### src/rtl/core/scfl_pkg.sv
// Shared constants and types of the solar collector flow limiter.
`default_nettype none
package scfl_pkg;
    localparam int TABLE_DEPTH = 16384;
    localparam int ADDR_W      = $clog2(TABLE_DEPTH);
    localparam int IDX_W       = 16;
    localparam int LEN_W       = 15;
    localparam int IRR_W       = 12;
    localparam int GAIN_W      = 21;
    localparam int CP_W        = 16;
    localparam int FLOW_W      = 32;
    localparam int TEMP_W      = 16;
    localparam int RISE_W      = 15;
    localparam int HEAT_W      = 24;
    localparam int CFG_W       = 32;
    localparam int CFG_IDX_W   = 3;

    localparam int MOD_STEPS   = IDX_W;
    localparam int MOD_LAT     = MOD_STEPS + 1;

    localparam int QUO_W       = 32;
    localparam int NUM_W       = 47;
    localparam int DEN_W       = 48;
    localparam int REM_W       = DEN_W + 1;
    localparam int DIV_LAT     = QUO_W + 1;

    localparam int HEAT_MUL    = 100;            // 6553600 = 100 << 16
    localparam int HEAT_SH     = 16;
    localparam int V_W         = NUM_W - HEAT_SH;
    localparam logic [31:0] RECIP_M = 32'd2748779070;  // ceil(2^38 / 100)
    localparam int RECIP_SH    = 38;

    localparam logic signed [TEMP_W-1:0] NO_LIMIT = 16'sd32767;

    typedef enum logic [CFG_IDX_W-1:0] {
        CFG_TABLE_LENGTH,
        CFG_COLLECTOR_GAIN,
        CFG_TURN_ON,
        CFG_HEAT_CAPACITY,
        CFG_NOMINAL_FLOW,
        CFG_MAXIMUM_FLOW,
        CFG_OUTLET_LIMIT,
        CFG_RISE_LIMIT
    } t_cfg_idx;

    typedef enum logic [1:0] {
        MODE_DIS,
        MODE_OFF,
        MODE_HOT,
        MODE_RUN
    } t_mode;

    typedef struct packed {
        logic                     vld;
        logic                     step;
        logic [IDX_W-1:0]         idx;
        logic [IRR_W-1:0]         smp;
        logic signed [TEMP_W-1:0] tin;
        logic [IRR_W-1:0]         irr;
        t_mode                    mode;
        logic [HEAT_W-1:0]        raw;
        logic [NUM_W-1:0]         qs;
        logic [15:0]              head;
        logic [FLOW_W-1:0]        flow;
        logic [DEN_W-1:0]         fc;
        logic [15:0]              dt;
        logic [62:0]              pr;
        logic [63:0]              ph;
        logic [V_W-1:0]           v;
        logic                     cut;
    } t_ctx;

    typedef struct packed {
        logic signed [TEMP_W-1:0] outlet;
        logic [FLOW_W-1:0]        flow;
        logic [HEAT_W-1:0]        use_heat;
        logic [HEAT_W-1:0]        raw;
        logic [IRR_W-1:0]         irr;
        logic                     on;
    } t_res;
endpackage
`default_nettype wire

### src/rtl/core/scfl_mod.sv
// Pipelined hour-modulo-length unit, one remainder bit per stage.
`default_nettype none
module scfl_mod (
    input  wire logic                          i_clk,
    input  wire logic                          i_en,
    input  wire logic [scfl_pkg::IDX_W-1:0]    i_num,
    input  wire logic [scfl_pkg::LEN_W-1:0]    i_den,
    output logic      [scfl_pkg::ADDR_W-1:0]   o_rem
);
    localparam int W = scfl_pkg::IDX_W;
    localparam int N = scfl_pkg::MOD_STEPS;

    logic [W-1:0] r_rem [0:N];
    logic [W-1:0] r_num [0:N];
    logic [W-1:0] n_rem [0:N-1];
    logic [W:0]   t     [0:N-1];
    logic [W:0]   den_x;

    assign den_x = (W+1)'(i_den);

    always_comb begin
        for (int k = 0; k < N; k++) begin
            t[k] = {r_rem[k], r_num[k][W-1]};
            if (t[k] >= den_x) begin
                n_rem[k] = W'(t[k] - den_x);
            end else begin
                n_rem[k] = t[k][W-1:0];
            end
        end
    end

    always_ff @(posedge i_clk) begin
        if (i_en) begin
            r_rem[0] <= '0;
            r_num[0] <= i_num;
            for (int k = 0; k < N; k++) begin
                r_rem[k+1] <= n_rem[k];
                r_num[k+1] <= {r_num[k][W-2:0], 1'b0};
            end
        end
    end

    assign o_rem = r_rem[N][scfl_pkg::ADDR_W-1:0];
endmodule
`default_nettype wire

### config.mk
export PLATFORM = sky130hd
export DESIGN_NAME = scfl_mod
export DESIGN_NICKNAME = d
export VERILOG_FILES = /design/src/rtl/core/scfl_pkg.sv /design/src/rtl/core/scfl_mod.sv
export SDC_FILE = /design/constraint.sdc
export NUM_CORES = 1
export LEC_CHECK = 0
export ABC_AREA = 0
export BUFFER_PORTS_ARGS = -buffer_cell sky130_fd_sc_hd__buf_2
export CAP_MARGIN = 20
export CELL_PAD_IN_SITES_DETAIL_PLACEMENT = 1
export CELL_PAD_IN_SITES_GLOBAL_PLACEMENT = 2
export CORE_MARGIN = 8
export CORE_UTILIZATION = 39
export DETAILED_ROUTE_END_ITERATION = 10
export PLACE_DENSITY_LB_ADDON = 0.1
export SYNTH_ARGS = -nofsm -noshare
export SYNTH_HDL_FRONTEND = slang
export SYNTH_SLANG_ARGS = --single-unit
### constraint.sdc
create_clock -name i_clk -period 3.6 [get_ports i_clk]
set_input_delay 0.36 -clock i_clk [delete_from_list [all_inputs] [get_ports i_clk]]
set_output_delay 0.36 -clock i_clk [all_outputs]
set_load 0.05 [all_outputs]
* Yosys cells after proc, flatten, opt, wreduce, memory -nomap -nowiden
Memory sizes are Yosys's and may differ from the RTL's.
Index checks and enable logic that the tools add are counted.
** Word-level totals
- Bits in registers :: 0
- Latch bits :: 0
- Memory bits (writable) :: 544
- ROM bits :: 0
- Input port bits :: 33
- Output and inout port bits :: 14
- Word-level logic and storage cells :: 52
- Memories :: 2
** Cells by class
- $add $sub $neg :: 16
- $mul :: 0
- Div/mod/pow operators :: 0
- Magnitude comparators :: 16
- Equality and inequality tests :: 0
- Shift-type cells :: 0
- Mux-type cells :: 18
- Bitwise gates (word level) :: 0
- Reduce and logical (&&, ||, !) cells :: 0
** Memory list
- r_num :: depth 17, width 16, read ports 16, clocked after memory_dff 0, wr ports 17, line scfl_mod.sv:14 : logic [W-1:0] r_num [0:N];
- r_rem :: depth 17, width 16, read ports 17, clocked after memory_dff 0, wr ports 17, line scfl_mod.sv:13 : logic [W-1:0] r_rem [0:N];
** Operators with widths (number)
- 17-bit by 15-bit >= comparator with 1-bit output :: 16
- 16-bit 2-to-1 mux :: 16
- 16-bit by 15-bit subtractor with 16-bit output :: 16
- 1-bit 2-to-1 mux :: 2

* Depth between registers and ports, before layout
An unclocked memory read counts as a cell.
- Depth in word-level cells :: 3
- Mapped depth :: 11
- Mapped depth without buffers :: 11

* Worst setup path before layout
OpenSTA, ideal clock, no wires.
- Path kind :: input-to-reg
- Start point :: input port i_den[1] in the netlist's numbering
- End point :: memory r_rem[0][230] in the netlist's numbering (data pin)
- Setup time :: 0.260 ns
- Arrival time :: 3.252 ns
- Data required time :: 3.340 ns
- Slack :: 0.088 ns
- Stages on the path :: 10
- Path buffers :: 1
- Cell sequence :: inv_1 > ha_1 > nor2b_1 > o2111ai_1 > a21oi_1 > nor3_1 > a21oi_1 > a221oi_4 > buf_4 > mux2_2
** RTL lines
- start, declared :: line scfl_mod.sv:7 : input wire logic [scfl_pkg::LEN_W-1:0] i_den,
- end, declared :: line scfl_mod.sv:13

==> reports/metrics.cfg <==
[detailed_routing]
postRouteWirelength_um = 71400
detailroute.via_count = 18700
drtIter0Drc = 954
detail_route.vias_per_cell = 5.54
drt-pass1-iter-count = 5
drtAntennaViolNets = 0
post_detailed_route_drc_marker_count = 0
post_drt_wl_per_cell_um = 21.2

[setup_path]
worstPathArrival_ps = 3540
timing.critical_path.required_ps = 3940
timing.critical_path.max_delay_family = compound AO/OA/AOI/OAI gates
critical_path_s_slowest_cell = sky130_fd_sc_hd__a2111oi_0
crit_path_cell_trace = inv_1 -> ha_1 -> inv_1 -> fa_1 -> a21o_1 -> a31o_2 -> a2111oi_0 -> nor3_1 -> a2111oi_0 -> or4_1 -> o21ai_0
crit_type = reg2reg
startpoint_type = flop
critical_path_buf_inv_count = 2
worst_path_largest_cell_delay_ps = 490
path_max_fanout = 2
worst_setup_path_end_kind = flop
r2r_setup_slack_ps = 390

[finish]
final-seq-area_sq_um = 11700
multiInputGateArea_sq_um = 13000
final.fill_count = 7057
final_util = 0.451
stdcell_count = 3367
layout.nets = 2746
flow.area_growth_from_synthesis_pct = 14.3
drive_gt1_frac = 0.134

[synthesis]
yosys.area_share.xor_xnor = 0.0606
synth_compound_gate_area_share = 0.186
netlist_instances = 2330
post_synthesis_simple_gate_area_fraction = 0.103
share_of_flip_flops_with_an_asynchronous_set_or_reset_after_synthesis = 0
synth_top_flop_cell = sky130_fd_sc_hd__edfxtp_1
post_synth_instance_area_sq_um = 25400
synth.top_cells.by_count = sky130_fd_sc_hd__edfxtp_1 (390), sky130_fd_sc_hd__ha_1 (227), sky130_fd_sc_hd__nand2_1 (200)
synth.mux.area_fraction = 0.0392
synth.yosys.warnings = 0
yosysTopAreaCellShare = 0.460
postSynthRegisterBits = 390
synth_most_common_cell = sky130_fd_sc_hd__edfxtp_1
ys_top_cells_by_area = sky130_fd_sc_hd__edfxtp_1 (46%), sky130_fd_sc_hd__ha_1 (11%), sky130_fd_sc_hd__a21oi_1 (3.8%)
main_combinational_cell_family_by_area_after_synthesis = compound AO/OA/AOI/OAI gates
yosys.cell_types.count = 85
post_synth_fa_ha_maj_area_fraction = 0.123
synth_enable_flop_cells = 390
synth_fp_nets = 2605
post_synthesis_sequential_area_ratio = 0.460
synth_largest_area_cell = sky130_fd_sc_hd__edfxtp_1
synth.avg_cell_area_sq_um = 10.9

[power]
pwr-share-clk = 0.198
powerDensity_nw_per_um2 = 876
p_int_w = 0.0157
power_frac_comb = 0.482
power.share.sequential = 0.320
power.share.switching = 0.386
ir_drop_v = 0.000407
power_leakage_nw = 11.4
netSwitchingPower_w = 0.00983

[timing]
slew_headroom = 0.423
timing_hold_violations_final = 0
fin_tns_setup_ps = 0
final.period_utilization = 0.891
worstMarginPinSlew_ps = 860
rsz0062_at_grt = false
finalCriticalPeriod_ps = 3210
max_freq_ghz = 0.312
number_of_max_slew_violations_in_the_final_report = 0
setup_viol = 0
largest_clock_skew_in_the_final_design_ps = 21.2

[grt]
grt_pass1_wl_um = 111000
antenna_found_initial = 1
groute.usage.overall = 0.188
first_global_vias = 19200
global_route.overflow_total = 0
grt_start_max_net_pins = 90

[cts]
cts_repair_resize_count = 0
path_clk_slew_ps = 60
clock_path_buffers = 3
cts.htree.levels = 2
post_cts_buffers = 0
tritoncts_clock_tree = done
cts_root_buf = sky130_fd_sc_hd__clkbuf_16
number_of_sinks_driven_by_the_clock_tree = 390
numCtsBuffers = 48
clock_insertion_delay_worst_skew_ps = 590
cts-hold-fix-buffers = 16

[job]
cap_viol_max_count = 0

[floorplanning]
core_sq_um = 64500
io_pins = 47
placement_rows = 93
floorplan.initialDensity = 0.395
die_height_um = 271
die-area_sq_um = 73700
fp.dieW_um = 271

[placed_design]
placement.io_buffers = 46
final_weighted_congestion_in_routability_driven_placement = 0.833
placed_cells = 3260
hpwlAfterDp_um = 52400

[min_path]
hold_class = in2reg

[status]
result_of_the_run = completed

placed cells by master (no fill, tap or decap), drive strengths merged, types with 18 or more instances in the layout:
cell and instances:
buf 141, nand2 200, xor2 87, o21ai 190, mux2 78, nor4 23, a21o 105, a31oi 25
ha 227, a21oi 196, o21a 35, edfxtp 390, nor3 33, o21bai 23, clkbuf 59, nand3 32
xnor2 89, a211oi 18, clkinv 21, nor2b 27, inv 91, nand4 34, nor2 144
routing by layer:
| layer | routed length, um | GRT usage | vias to the layer above |
|---|---|---|---|
| met2 | 32200 | 0.300 | 264 |
| li1 | - | - | 9139 |
| met5 | 0 | 0 | - |
| met1 | 34900 | 0.264 | 9130 |
| met4 | 2130 | 0.0561 | 0 |
| met3 | 2160 | 0.0258 | 121 |
area by class of cell:
| type | count | share of cell area |
|---|---|---|
| multi-input combinational | 1785 | 0.447 |
| tap | 855 | 0.0368 |
| clock buffer | 59 | 0.0434 |
| clock inverter | 31 | 0.0125 |
| antenna | 1 | 0.0000860 |
| sequential | 390 | 0.403 |
| timing repair buffer | 157 | 0.0456 |
| inverter | 89 | 0.0115 |
per-stage QoR:
step | power [W] | hold WS (ps) | cell area, sq um | worst slack (ps)
final | 0.0255 | 290 | 29100 | 394
after floorplan | 0.0170 | 400 | 25400 | 87.8
after global routing | 0.0272 | 287 | 29100 | 214
after CTS | 0.0257 | 252 | 29100 | 397
after global placement | 0.0202 | 400 | 27300 | 189
after detailed placement | 0.0204 | 405 | 27300 | 193
power groups by stage:
stage                     clock [W]  combinational [W]  sequential, W
after floorplan                   0            0.00934        0.00763
after global placement            0             0.0120        0.00823
after detailed placement          0             0.0122        0.00822
after CTS                   0.00521             0.0123        0.00816
after global routing        0.00535             0.0136        0.00827
final                       0.00504             0.0123        0.00815
registers in the layout (all words and copies together) (netlist names):
| name | flops |
|---|---|
| r_rem | 254 |
| r_num | 136 |
cell families after synthesis:
group / Yosys count
compound gates: 721
simple gates: 558
flops: 390
fa+ha+maj: 242
xor+xnor: 176
buf+inv: 155
mux: 88
final timing paths:
kind | start | end | cells after the start
setup reg to reg | r_num[0][47]$_DFFE_PP_ | r_rem[0][58]$_DFFE_PP_ | 11
hold / removal | i_en | r_rem[0][123]$_DFFE_PP_ | 1
setup / recovery | r_num[0][47]$_DFFE_PP_ | r_rem[0][58]$_DFFE_PP_ | 11
hold reg to reg | r_num[0][54]$_DFFE_PP_ | r_num[0][71]$_DFFE_PP_ | 0
No activity file was read; power rests on OpenSTA's default activity.
